[src/rtl/core/tss_pkg.sv]
// Package for the timer slot scheduler: types, command and status bundles, codes.
// No dependencies; used by every module in rtl/core except tss_ram.
`default_nettype none
package tss_pkg;

    localparam logic [1:0] MODE_CREATE = 2'd0;
    localparam logic [1:0] MODE_STOP   = 2'd1;
    localparam logic [1:0] MODE_TICK   = 2'd2;

    localparam logic [2:0] KIND_CREATED = 3'd0;
    localparam logic [2:0] KIND_STOPPED = 3'd1;
    localparam logic [2:0] KIND_EXPIRED = 3'd2;
    localparam logic [2:0] KIND_FULL    = 3'd3;
    localparam logic [2:0] KIND_BAD_ID  = 3'd4;

    // expiries reported per tick at most
    localparam int MAX_OUT   = 16;
    localparam int OUT_CNT_W = $clog2(MAX_OUT + 1);

    typedef enum logic [2:0] {
        ST_IDLE,
        ST_DECODE,
        ST_POP_WAIT,
        ST_CREATE,
        ST_RESP,
        ST_SCAN,
        ST_SCAN_WAIT,
        ST_JUDGE
    } state_t;

    typedef struct packed {
        logic capture;        // latch input transaction
        logic pop;            // read top of free stack
        logic pop_load;       // take popped slot
        logic take_new;       // take never-used slot
        logic create_commit;  // schedule new slot, emit created
        logic respond;        // emit stop / full / bad id
        logic tick;           // advance time, restart scan
        logic scan_step;      // read next slot entry
        logic free_dead;      // free due dead slot, restart scan
        logic expire;         // handle due live slot, restart scan
        logic flush;          // emit pending expiry as last
    } cmd_t;

    typedef struct packed {
        logic [1:0] mode;
        logic       stack_nonempty;
        logic       hw_avail;
        logic       scan_last;
        logic       best_due;
        logic       best_dead;
        logic       pend_valid;
        logic       out_free;
    } status_t;

endpackage
`default_nettype wire

[src/rtl/core/tss_ram.sv]
// Generic single-write, single-read RAM with registered read data.
// No dependencies.
`default_nettype none
module tss_ram #(
    parameter int WIDTH = 8,
    parameter int DEPTH = 16
) (
    input  wire logic                     clk,
    input  wire logic                     wr_en,
    input  wire logic [$clog2(DEPTH)-1:0] wr_addr,
    input  wire logic [WIDTH-1:0]         wr_data,
    input  wire logic                     rd_en,
    input  wire logic [$clog2(DEPTH)-1:0] rd_addr,
    output logic      [WIDTH-1:0]         rd_data
);

    logic [WIDTH-1:0] mem_reg [DEPTH];
    logic [WIDTH-1:0] rd_data_reg;

    always_ff @(posedge clk)
    begin
        if (wr_en)
        begin
            mem_reg[wr_addr] <= wr_data;
        end
        if (rd_en)
        begin
            rd_data_reg <= mem_reg[rd_addr];
        end
    end

    assign rd_data = rd_data_reg;

endmodule
`default_nettype wire

[src/rtl/core/tss_ctrl.sv]
// Controller state machine of the timer slot scheduler.
// Depends on tss_pkg; drives tss_datapath through cmd_t, reads status_t.
`default_nettype none
module tss_ctrl #(
    parameter int NUM_SLOTS = 16
) (
    input  wire logic             clk,
    input  wire logic             rst_n,
    input  wire logic             in_valid,
    output logic                  in_stall,
    input  wire tss_pkg::status_t sts,
    output tss_pkg::cmd_t         cmd
);

    localparam int LIMIT = NUM_SLOTS + tss_pkg::MAX_OUT + 1;
    localparam int IW    = $clog2(LIMIT + 1);
    localparam int NW    = tss_pkg::OUT_CNT_W;

    tss_pkg::state_t state_reg, state_next;
    logic [IW-1:0]   iter_reg, iter_next;
    logic [NW-1:0]   n_reg, n_next;
    logic            go;

    always_ff @(posedge clk or negedge rst_n)
    begin
        if (!rst_n)
        begin
            state_reg <= tss_pkg::ST_IDLE;
            iter_reg  <= '0;
            n_reg     <= '0;
        end
        else
        begin
            state_reg <= state_next;
            iter_reg  <= iter_next;
            n_reg     <= n_next;
        end
    end

    assign go = sts.best_due && (iter_reg < IW'(LIMIT)) && (n_reg < NW'(tss_pkg::MAX_OUT));

    always_comb
    begin
        state_next = state_reg;
        iter_next  = iter_reg;
        n_next     = n_reg;
        cmd        = '0;
        in_stall   = 1'b1;
        case (state_reg)
            tss_pkg::ST_IDLE:
            begin
                in_stall = 1'b0;
                if (in_valid)
                begin
                    cmd.capture = 1'b1;
                    state_next  = tss_pkg::ST_DECODE;
                end
            end
            tss_pkg::ST_DECODE:
            begin
                case (sts.mode)
                    tss_pkg::MODE_CREATE:
                    begin
                        if (sts.stack_nonempty)
                        begin
                            cmd.pop    = 1'b1;
                            state_next = tss_pkg::ST_POP_WAIT;
                        end
                        else if (sts.hw_avail)
                        begin
                            cmd.take_new = 1'b1;
                            state_next   = tss_pkg::ST_CREATE;
                        end
                        else
                        begin
                            state_next = tss_pkg::ST_RESP;
                        end
                    end
                    tss_pkg::MODE_STOP:
                    begin
                        state_next = tss_pkg::ST_RESP;
                    end
                    tss_pkg::MODE_TICK:
                    begin
                        cmd.tick   = 1'b1;
                        iter_next  = '0;
                        n_next     = '0;
                        state_next = tss_pkg::ST_SCAN;
                    end
                    default:
                    begin
                        state_next = tss_pkg::ST_IDLE;
                    end
                endcase
            end
            tss_pkg::ST_POP_WAIT:
            begin
                cmd.pop_load = 1'b1;
                state_next   = tss_pkg::ST_CREATE;
            end
            tss_pkg::ST_CREATE:
            begin
                if (sts.out_free)
                begin
                    cmd.create_commit = 1'b1;
                    state_next        = tss_pkg::ST_IDLE;
                end
            end
            tss_pkg::ST_RESP:
            begin
                if (sts.out_free)
                begin
                    cmd.respond = 1'b1;
                    state_next  = tss_pkg::ST_IDLE;
                end
            end
            tss_pkg::ST_SCAN:
            begin
                cmd.scan_step = 1'b1;
                if (sts.scan_last)
                begin
                    state_next = tss_pkg::ST_SCAN_WAIT;
                end
            end
            tss_pkg::ST_SCAN_WAIT:
            begin
                state_next = tss_pkg::ST_JUDGE;
            end
            tss_pkg::ST_JUDGE:
            begin
                if (go && sts.best_dead)
                begin
                    cmd.free_dead = 1'b1;
                    iter_next     = iter_reg + 1'b1;
                    state_next    = tss_pkg::ST_SCAN;
                end
                else if (go)
                begin
                    if (!sts.pend_valid || sts.out_free)
                    begin
                        cmd.expire = 1'b1;
                        iter_next  = iter_reg + 1'b1;
                        n_next     = n_reg + 1'b1;
                        state_next = tss_pkg::ST_SCAN;
                    end
                end
                else if (sts.pend_valid)
                begin
                    if (sts.out_free)
                    begin
                        cmd.flush  = 1'b1;
                        state_next = tss_pkg::ST_IDLE;
                    end
                end
                else
                begin
                    state_next = tss_pkg::ST_IDLE;
                end
            end
            default:
            begin
                state_next = tss_pkg::ST_IDLE;
            end
        endcase
    end

endmodule
`default_nettype wire

[src/rtl/core/tss_datapath.sv]
// Datapath of the timer slot scheduler: time, slot flags, slot and free-stack
// RAMs, deadline scan, pending expiry and output register. Uses tss_pkg, tss_ram.
`default_nettype none
module tss_datapath #(
    parameter int NUM_SLOTS = 16,
    parameter int TIME_BITS = 48
) (
    input  wire logic          clk,
    input  wire logic          rst_n,
    input  wire tss_pkg::cmd_t cmd,
    output tss_pkg::status_t   sts,
    input  wire logic [1:0]    mode,
    input  wire logic [31:0]   delay,
    input  wire logic [31:0]   period,
    input  wire logic [3:0]    timer_id,
    output logic               out_valid,
    input  wire logic          out_stall,
    output logic [2:0]         kind,
    output logic [3:0]         slot,
    output logic [4:0]         active_count,
    output logic               last
);

    localparam int SW = $clog2(NUM_SLOTS);
    localparam int CW = $clog2(NUM_SLOTS + 1);
    localparam int TB = TIME_BITS;
    localparam int RW = TB + 64;
    localparam logic [TB-1:0] THALF = {1'b1, {(TB-1){1'b0}}};

    // captured transaction
    logic [1:0]  mode_reg;
    logic [31:0] delay_reg, period_reg;
    logic [3:0]  id_reg;

    // control state
    logic [TB-1:0]        now_reg;
    logic [31:0]          seq_reg;
    logic [CW-1:0]        hw_reg, depth_reg, cnt_reg;
    logic [NUM_SLOTS-1:0] sched_reg, dead_reg, inuse_reg;
    logic [SW-1:0]        scan_idx_reg, p_idx_reg;
    logic                 p_vld_reg, best_valid_reg, pend_valid_reg, out_valid_reg;

    // payload
    logic [SW-1:0] slot_reg, best_idx_reg;
    logic [TB-1:0] best_rank_reg, best_dl_reg;
    logic [31:0]   best_per_reg, best_stamp_reg;
    logic [SW-1:0] pend_slot_reg;
    logic [CW-1:0] pend_cnt_reg;
    logic [2:0]    out_kind_reg;
    logic [3:0]    out_slot_reg;
    logic [4:0]    out_cnt_reg;
    logic          out_last_reg;

    // RAM ports
    logic          sr_wr_en;
    logic [SW-1:0] sr_wr_addr;
    logic [RW-1:0] sr_wr_data, sr_rd_data;
    logic          fs_wr_en;
    logic [SW-1:0] fs_rd_data;
    logic [CW-1:0] depth_m1;

    // misc combinational
    logic [SW+3:0] id_ext;
    logic [SW-1:0] id_idx;
    logic          id_ok, out_free, free_en, oneshot, take;
    logic [TB-1:0] rd_dl, rd_rank;
    logic [31:0]   rd_per, rd_stamp, stamp_diff;
    logic [SW+3:0] slot_ext, pend_ext;
    logic [CW+4:0] cnt_ext, cnt_up_ext, cnt_dn_ext, pend_cnt_ext;
    logic [CW-1:0] cnt_up, cnt_dn;

    assign out_free = !out_valid_reg || !out_stall;
    assign id_ext   = {{SW{1'b0}}, id_reg};
    assign id_idx   = id_ext[SW-1:0];
    assign id_ok    = (id_ext < (SW+4)'(NUM_SLOTS)) && inuse_reg[id_idx];
    assign oneshot  = (best_per_reg == 32'd0);
    assign free_en  = cmd.free_dead || (cmd.expire && oneshot);
    assign depth_m1 = depth_reg - 1'b1;
    assign cnt_up   = cnt_reg + 1'b1;
    assign cnt_dn   = cnt_reg - 1'b1;

    assign slot_ext     = {4'd0, slot_reg};
    assign pend_ext     = {4'd0, pend_slot_reg};
    assign cnt_ext      = {5'd0, cnt_reg};
    assign cnt_up_ext   = {5'd0, cnt_up};
    assign cnt_dn_ext   = {5'd0, cnt_dn};
    assign pend_cnt_ext = {5'd0, pend_cnt_reg};

    // slot entry: deadline, period, order stamp
    assign rd_dl      = sr_rd_data[RW-1:64];
    assign rd_per     = sr_rd_data[63:32];
    assign rd_stamp   = sr_rd_data[31:0];
    assign rd_rank    = (rd_dl - now_reg) ^ THALF;
    assign stamp_diff = rd_stamp - best_stamp_reg;
    assign take = p_vld_reg && sched_reg[p_idx_reg] &&
                  (!best_valid_reg || (rd_rank < best_rank_reg) ||
                   ((rd_rank == best_rank_reg) && stamp_diff[31]));

    always_comb
    begin
        sr_wr_en   = 1'b0;
        sr_wr_addr = best_idx_reg;
        sr_wr_data = {best_dl_reg + TB'(best_per_reg), best_per_reg, seq_reg};
        if (cmd.create_commit)
        begin
            sr_wr_en   = 1'b1;
            sr_wr_addr = slot_reg;
            sr_wr_data = {now_reg + TB'(delay_reg), period_reg, seq_reg};
        end
        else if (cmd.expire && !oneshot)
        begin
            sr_wr_en = 1'b1;
        end
    end

    assign fs_wr_en = free_en && (depth_reg < CW'(NUM_SLOTS));

    tss_ram #(.WIDTH(RW), .DEPTH(NUM_SLOTS)) u_slot_ram (
        .clk     (clk),
        .wr_en   (sr_wr_en),
        .wr_addr (sr_wr_addr),
        .wr_data (sr_wr_data),
        .rd_en   (cmd.scan_step),
        .rd_addr (scan_idx_reg),
        .rd_data (sr_rd_data)
    );

    tss_ram #(.WIDTH(SW), .DEPTH(NUM_SLOTS)) u_stack_ram (
        .clk     (clk),
        .wr_en   (fs_wr_en),
        .wr_addr (depth_reg[SW-1:0]),
        .wr_data (best_idx_reg),
        .rd_en   (cmd.pop),
        .rd_addr (depth_m1[SW-1:0]),
        .rd_data (fs_rd_data)
    );

    // control registers
    always_ff @(posedge clk or negedge rst_n)
    begin
        if (!rst_n)
        begin
            now_reg        <= '0;
            seq_reg        <= '0;
            hw_reg         <= '0;
            depth_reg      <= '0;
            cnt_reg        <= '0;
            sched_reg      <= '0;
            dead_reg       <= '0;
            inuse_reg      <= '0;
            scan_idx_reg   <= '0;
            p_vld_reg      <= 1'b0;
            best_valid_reg <= 1'b0;
            pend_valid_reg <= 1'b0;
            out_valid_reg  <= 1'b0;
        end
        else
        begin
            if (cmd.tick)
            begin
                now_reg <= now_reg + 1'b1;
            end
            if (cmd.take_new)
            begin
                hw_reg <= hw_reg + 1'b1;
            end
            if (cmd.pop)
            begin
                depth_reg <= depth_m1;
            end
            else if (fs_wr_en)
            begin
                depth_reg <= depth_reg + 1'b1;
            end
            if (cmd.create_commit)
            begin
                seq_reg             <= seq_reg + 1'b1;
                cnt_reg             <= cnt_up;
                sched_reg[slot_reg] <= 1'b1;
                dead_reg[slot_reg]  <= 1'b0;
                inuse_reg[slot_reg] <= 1'b1;
            end
            if (cmd.respond && (mode_reg == tss_pkg::MODE_STOP) && id_ok)
            begin
                dead_reg[id_idx] <= 1'b1;
            end
            if (cmd.expire && !oneshot)
            begin
                seq_reg <= seq_reg + 1'b1;
            end
            if (free_en)
            begin
                cnt_reg                 <= cnt_dn;
                sched_reg[best_idx_reg] <= 1'b0;
                dead_reg[best_idx_reg]  <= 1'b0;
                inuse_reg[best_idx_reg] <= 1'b0;
            end
            // scan sequencing
            if (cmd.tick || cmd.free_dead || cmd.expire)
            begin
                scan_idx_reg   <= '0;
                best_valid_reg <= 1'b0;
                p_vld_reg      <= 1'b0;
            end
            else
            begin
                p_vld_reg <= cmd.scan_step;
                if (cmd.scan_step)
                begin
                    scan_idx_reg <= scan_idx_reg + 1'b1;
                end
                if (take)
                begin
                    best_valid_reg <= 1'b1;
                end
            end
            // pending expiry
            if (cmd.tick || cmd.flush)
            begin
                pend_valid_reg <= 1'b0;
            end
            else if (cmd.expire)
            begin
                pend_valid_reg <= 1'b1;
            end
            // output register
            if (cmd.create_commit || cmd.respond || cmd.flush || (cmd.expire && pend_valid_reg))
            begin
                out_valid_reg <= 1'b1;
            end
            else if (!out_stall)
            begin
                out_valid_reg <= 1'b0;
            end
        end
    end

    // payload registers
    always_ff @(posedge clk)
    begin
        if (cmd.capture)
        begin
            mode_reg   <= mode;
            delay_reg  <= delay;
            period_reg <= period;
            id_reg     <= timer_id;
        end
        if (cmd.take_new)
        begin
            slot_reg <= hw_reg[SW-1:0];
        end
        if (cmd.pop_load)
        begin
            slot_reg <= fs_rd_data;
        end
        p_idx_reg <= scan_idx_reg;
        if (take && !(cmd.tick || cmd.free_dead || cmd.expire))
        begin
            best_idx_reg   <= p_idx_reg;
            best_rank_reg  <= rd_rank;
            best_dl_reg    <= rd_dl;
            best_per_reg   <= rd_per;
            best_stamp_reg <= rd_stamp;
        end
        if (cmd.expire)
        begin
            pend_slot_reg <= best_idx_reg;
            pend_cnt_reg  <= oneshot ? cnt_dn : cnt_reg;
        end
        if (cmd.create_commit)
        begin
            out_kind_reg <= tss_pkg::KIND_CREATED;
            out_slot_reg <= slot_ext[3:0];
            out_cnt_reg  <= cnt_up_ext[4:0];
            out_last_reg <= 1'b1;
        end
        else if (cmd.respond)
        begin
            out_cnt_reg  <= cnt_ext[4:0];
            out_last_reg <= 1'b1;
            if (mode_reg == tss_pkg::MODE_CREATE)
            begin
                out_kind_reg <= tss_pkg::KIND_FULL;
                out_slot_reg <= 4'd0;
            end
            else
            begin
                out_kind_reg <= id_ok ? tss_pkg::KIND_STOPPED : tss_pkg::KIND_BAD_ID;
                out_slot_reg <= id_reg;
            end
        end
        else if (cmd.flush || (cmd.expire && pend_valid_reg))
        begin
            out_kind_reg <= tss_pkg::KIND_EXPIRED;
            out_slot_reg <= pend_ext[3:0];
            out_cnt_reg  <= pend_cnt_ext[4:0];
            out_last_reg <= cmd.flush;
        end
    end

    always_comb
    begin
        sts                = '0;
        sts.mode           = mode_reg;
        sts.stack_nonempty = (depth_reg != '0);
        sts.hw_avail       = (hw_reg < CW'(NUM_SLOTS));
        sts.scan_last      = (scan_idx_reg == SW'(NUM_SLOTS - 1));
        sts.best_due       = best_valid_reg && (best_rank_reg <= THALF);
        sts.best_dead      = dead_reg[best_idx_reg];
        sts.pend_valid     = pend_valid_reg;
        sts.out_free       = out_free;
    end

    assign out_valid    = out_valid_reg;
    assign kind         = out_kind_reg;
    assign slot         = out_slot_reg;
    assign active_count = out_cnt_reg;
    assign last         = out_last_reg;

endmodule
`default_nettype wire

[src/rtl/core/timer_slot_scheduler_top.sv]
// Top level of the timer slot scheduler: pool of one-shot / periodic timers.
// Depends on tss_pkg, tss_ctrl, tss_datapath (and tss_ram below it).
//
//   channel | handshake            | payload
//   --------+----------------------+---------------------------------------
//   in      | in_valid / in_stall  | mode, delay, period, timer_id
//   out     | out_valid/ out_stall | kind, slot, active_count, last
//
// A create passes ST_DECODE, ST_POP_WAIT (only for a slot popped from the free
// stack) and ST_CREATE; a stop passes ST_DECODE and ST_RESP; a tick runs one
// scan pass per due slot handled plus a final scan, and only that final scan
// when nothing is due. Each scan pass reads one slot entry a cycle from the
// single read port of the slot RAM, then waits in ST_SCAN_WAIT for the read
// data and decides in ST_JUDGE.
// Reset: rst_n is asynchronous; all flags, counters and time clear at once, no
// clearing pass. An output stall holds the output register and holds the
// sequencer only when a new result is due; the block takes a new transaction
// while the last result of the previous one waits.
`default_nettype none
module timer_slot_scheduler_top #(
    parameter int NUM_SLOTS = 16,
    parameter int TIME_BITS = 48
) (
    input  wire logic        clk,
    input  wire logic        rst_n,
    input  wire logic        in_valid,
    output logic             in_stall,
    input  wire logic [1:0]  mode,
    input  wire logic [31:0] delay,
    input  wire logic [31:0] period,
    input  wire logic [3:0]  timer_id,
    output logic             out_valid,
    input  wire logic        out_stall,
    output logic [2:0]       kind,
    output logic [3:0]       slot,
    output logic [4:0]       active_count,
    output logic             last
);

    tss_pkg::cmd_t    cmd;
    tss_pkg::status_t sts;

    // sequencer: decode, scan loop, expiry/flush decisions
    tss_ctrl #(.NUM_SLOTS(NUM_SLOTS)) u_ctrl (
        .clk      (clk),
        .rst_n    (rst_n),
        .in_valid (in_valid),
        .in_stall (in_stall),
        .sts      (sts),
        .cmd      (cmd)
    );

    // state, memories, min-deadline search, result register
    tss_datapath #(.NUM_SLOTS(NUM_SLOTS), .TIME_BITS(TIME_BITS)) u_dp (
        .clk          (clk),
        .rst_n        (rst_n),
        .cmd          (cmd),
        .sts          (sts),
        .mode         (mode),
        .delay        (delay),
        .period       (period),
        .timer_id     (timer_id),
        .out_valid    (out_valid),
        .out_stall    (out_stall),
        .kind         (kind),
        .slot         (slot),
        .active_count (active_count),
        .last         (last)
    );

endmodule
`default_nettype wire

[config.mk]
export PLATFORM = sky130hd
export DESIGN_NAME = timer_slot_scheduler_top
export DESIGN_NICKNAME = d
export VERILOG_FILES = /design/src/rtl/core/tss_pkg.sv /design/src/rtl/core/tss_ram.sv /design/src/rtl/core/tss_ctrl.sv /design/src/rtl/core/tss_datapath.sv /design/src/rtl/core/timer_slot_scheduler_top.sv
export SDC_FILE = /design/constraint.sdc
export NUM_CORES = 2
export LEC_CHECK = 0
export ABC_AREA = 1
export BUFFER_PORTS_ARGS = -buffer_cell sky130_fd_sc_hd__buf_4
export CORE_ASPECT_RATIO = 1.2
export CORE_MARGIN = 3
export CORE_UTILIZATION = 45
export DETAILED_ROUTE_END_ITERATION = 10
export HOLD_SLACK_MARGIN = 0.05
export MAX_ROUTING_LAYER = met4
export SETUP_SLACK_MARGIN = 0.2
export SYNTH_ARGS = -nofsm -noshare
export SYNTH_HDL_FRONTEND = slang
export SYNTH_HIERARCHICAL = 1
export SYNTH_SLANG_ARGS = --single-unit
[constraint.sdc]
create_clock -name clk -period 33.8 [get_ports clk]
set_input_delay 6.76 -clock clk [delete_from_list [all_inputs] [get_ports clk]]
set_output_delay 6.76 -clock clk [all_outputs]
set_load 0.02 [all_outputs]
==> key figures <==
Status
  – Status: completed

Drt
  – Max layer used: met4
  – DRT antenna net count: 0
  – 1st-iter DRT viols: 9177
  – Met2 wire length: 169000 um
  – Remaining DRCs: 0
  – M1 WL: 149000 um
  – WL final: 357000 um
  – TritonRoute pass-1 iters: 6
  – Routed WL per cell: 22.9 um
  – Metal3 WL: 27500 um
  – Post-DR vias/cell: 5.33
  – DR vias: 83.0k

Yosys
  – Yosys top cell area share: 58.8%
  – Post-Synthesis Cell Area: 114000 um^2
  – Post-synth EDFFs: 2228
  – Synth top area cells: edfxtp_1 (59%), nand2_1 (12%), nand3_1 (7.1%)
  – Number of synthesis warnings: 6
  – FFs w/ async S/R, synth: 6.87%
  – Average size of a mapped cell: 9.50 um^2
  – Yosys top cell by area: edfxtp_1
  – Number of distinct library cells after synthesis: 58
  – Synth Instances: 12.0k
  – Top_reg_cell synth: edfxtp_1
  – Sequential-to-total area share from yosys stat: 62.5%
  – Syn Nets: 12.3k
  – Flops & latches, synth: 2401

Hold path
  – Worst hold path class: register to register
  – Hold path startpoint: u_dp/u_slot_ram/rd_data[50]
  – Worst Hold End: u_dp/best_per_reg[18]
  – Hold depth: 0

Floorplan
  – Chip height: 557 um
  – FP Rows: 201
  – Initial core utilization: 45.4%
  – Top Ports: 89
  – Die W: 465 um
  – Die area: 259000 um^2
  – CORE AREA: 251000 um^2

Timing
  – Achievable Freq: 85.0 MHz
  – Setup Skew: 0.0602 ns
  – Worst-Margin Slew: 1.33 ns
  – Final Setup Violations: 0
  – Worst slew margin: 10.7%
  – Unrepaired setup endpoints after global routing: no
  – Final Cycle Share: 34.8%
  – Final setup TNS: 0 ns
  – Final Max Slew Viols: 0
  – Crit path time final: 11.77 ns
  – Fin. Hold Viols: 0

Flow run
  – Max-cap violation count: 0

Setup path
  – Critical Path Source: out_stall
  – Worst R2R Start: u_dp/now_reg[0]
  – Crit path DAT: 12.28 ns
  – Startpoint Class: input pin
  – Reg2reg setup slack: 26.35 ns
  – Worst R2R Path Depth: 23
  – Required @ worst endpoint: 34.31 ns
  – Worst Setup Path Type: input pin to register
  – Worst-path maximum fanout: 100
  – Capture point of the worst reg-to-reg path: u_dp/best_per_reg[6]
  – Setup crit end kind: register

Power
  – Clock power share: 29.4%
  – Sw power: 3.28 mW
  – Cell Int Power: 5.92 mW
  – Power Density: 73.2 nW/um^2
  – Peak VDD IR: 70.9 uV
  – Flop pwr share: 42.2%
  – Combinational power share: 28.4%
  – Pleak: 53.9 nW
  – Sw frac: 35.6%

GRT
  – Global route overflow: 0
  – First-pass GRT wire length: 520000 um
  – Largest net degree at the start of global routing: 213
  – Tot GR Track Use: 27.8%
  – Initial antenna violation count: 25
  – Vias in the first global route: 78.6k

Layout
  – Fin area: 126000 um^2
  – Most frequent cells in the layout: nand2_1 (3732), edfxtp_1 (2228), inv_1 (2139), nand3_1 (1615), nor2_1 (543)
  – Layout cells sized above 1: 5.28%
  – Area growth from synthesis to layout: 10.3%
  – Commonest non-fill, non-tap cell in the layout: nand2_1
  – Util after Layout: 50.1%
  – Max reg flops: 1792
  – Layout Nets: 12.3k

Placed design
  – GPL Wtd Cong: 0.978
  – Cell Area, Placed: 118000 um^2
  – PortBufs: 88
  – HPWL after DPL: 221000 um

CTS
  – Reg clk slew, reported paths: 0.06 ns
  – Sink Count: 2401
  – Setup bufs post-CTS: 0
  – Root Buffer: clkbuf_16
  – CTS tree: done
  – Hold_buf cts: 0
  – Bufs on Longest Clock Path: 4
  – CTS Buf Count: 247
  – H-tree Lvls: 4
  – CTS resizes: 0
  – Clock latency on the worst-skew pair: 0.92 ns
==> how the worst max path moves through the flow <==
stage	depth (start not counted)	to	slack, ns
after floorplan	11	u_dp/best_dl_reg[0]	17.28
after CTS	12	u_dp/u_slot_ram/mem_reg[8][89]	22.08
final	12	u_dp/u_slot_ram/mem_reg[8][89]	22.03
after detailed placement	12	u_dp/u_slot_ram/mem_reg[8][101]	21.14
after global routing	12	u_dp/u_slot_ram/mem_reg[8][89]	21.77
after global placement	12	u_dp/u_slot_ram/mem_reg[8][101]	21.23
==> cell families (layout without fill, tap and decap cells) <==
logic type	count (synthesis)	count (layout)	synth area share, %
AND/OR/NAND/NOR	6162	6162	22.7
XOR/XNOR	133	133	1.02
AO/OA/AOI/OAI	501	501	2.34
other	0	7	0
adder cells (fa/ha/maj)	207	207	2.29
flip-flops	2401	2401	62.5
multiplexers	2	2	0.0187
buffers and inverters	2578	2806	9.10
==> metrics by stage <==
step                hold WS, ns  instances  power [mW]  setup slack (ns)
floorplan                 0.386      11984        5.63             17.28
global placement          0.401      15107        6.49             21.23
detailed placement        0.405      15109        6.53             21.14
CTS                       0.419      15561        9.23             22.08
global route              0.424      15567        9.64             21.77
finish                    0.418      15568        9.20             22.03
==> critical path, stage by stage <==
cell and delay [ns]:
buf_4 0.11, nand2_1 0.14, inv_1 0.12, nor2_4 0.14, buf_12 0.42, inv_2 0.40, nand2_2 0.72, nand3b_1 0.46
nor2_4 0.79, buf_4 0.59, buf_4 0.78, buf_4 0.72
==> cell usage after synthesis, types with 3 or more instances <==
cell      instances
nor3b_1           3
nand3_4           3
fa_1              3
o21ai_0         214
nand4_1          97
o21a_1            9
nand2_2           7
nand3b_1         16
nand3_2           3
nor2_4            7
buf_4            48
buf_2           207
or2_2            11
a22oi_1          14
a21o_1           12
a21boi_0          5
a21oi_1         223
o211ai_1          4
inv_1          2140
and2_1            6
nand3_1        1615
buf_1            32
nor2_2            5
nor2_1          561
xnor2_1           8
nor3_1           62
buf_6            31
inv_2             9
dfxtp_1           8
nand2_1        3733
o21bai_1         10
edfxtp_1       2228
xor2_1          125
dfrtp_1         165
ha_1            204
nor4_1           24
clkbuf_1        105
==> power by group through the flow <==
| stage | Sequential, mW | Clock (mW) | Combinational (mW) |
|---|---|---|---|
| 3_3_place_gp | 3.94 | 0 | 2.55 |
| 2_1_floorplan | 3.82 | 0 | 1.81 |
| 6_report | 3.88 | 2.70 | 2.61 |
| 5_1_grt | 3.89 | 2.86 | 2.88 |
| 3_5_place_dp | 3.94 | 0 | 2.58 |
| 4_1_cts | 3.88 | 2.75 | 2.60 |
==> metal layers <==
metal	up-vias	GRT usage (%)
li1	38763	-
met1	40293	37.2
met2	3344	44.5
met3	586	3.36
met4	0	8.75
met5	-	-
==> final cells by class <==
| class | instances | area (um^2) |
|---|---|---|
| timing repair buffer | 200 | 1660 |
| multi-input combinational | 7005 | 32500 |
| clock inverter | 141 | 1390 |
| clock buffer | 311 | 6560 |
| inverter | 2154 | 8120 |
| tap | 3349 | 4190 |
| fill | 22734 | 125000 |
| antenna | 7 | 17.5 |
| sequential | 2401 | 71200 |
Note: power is estimated with default switching activity, not from simulation.
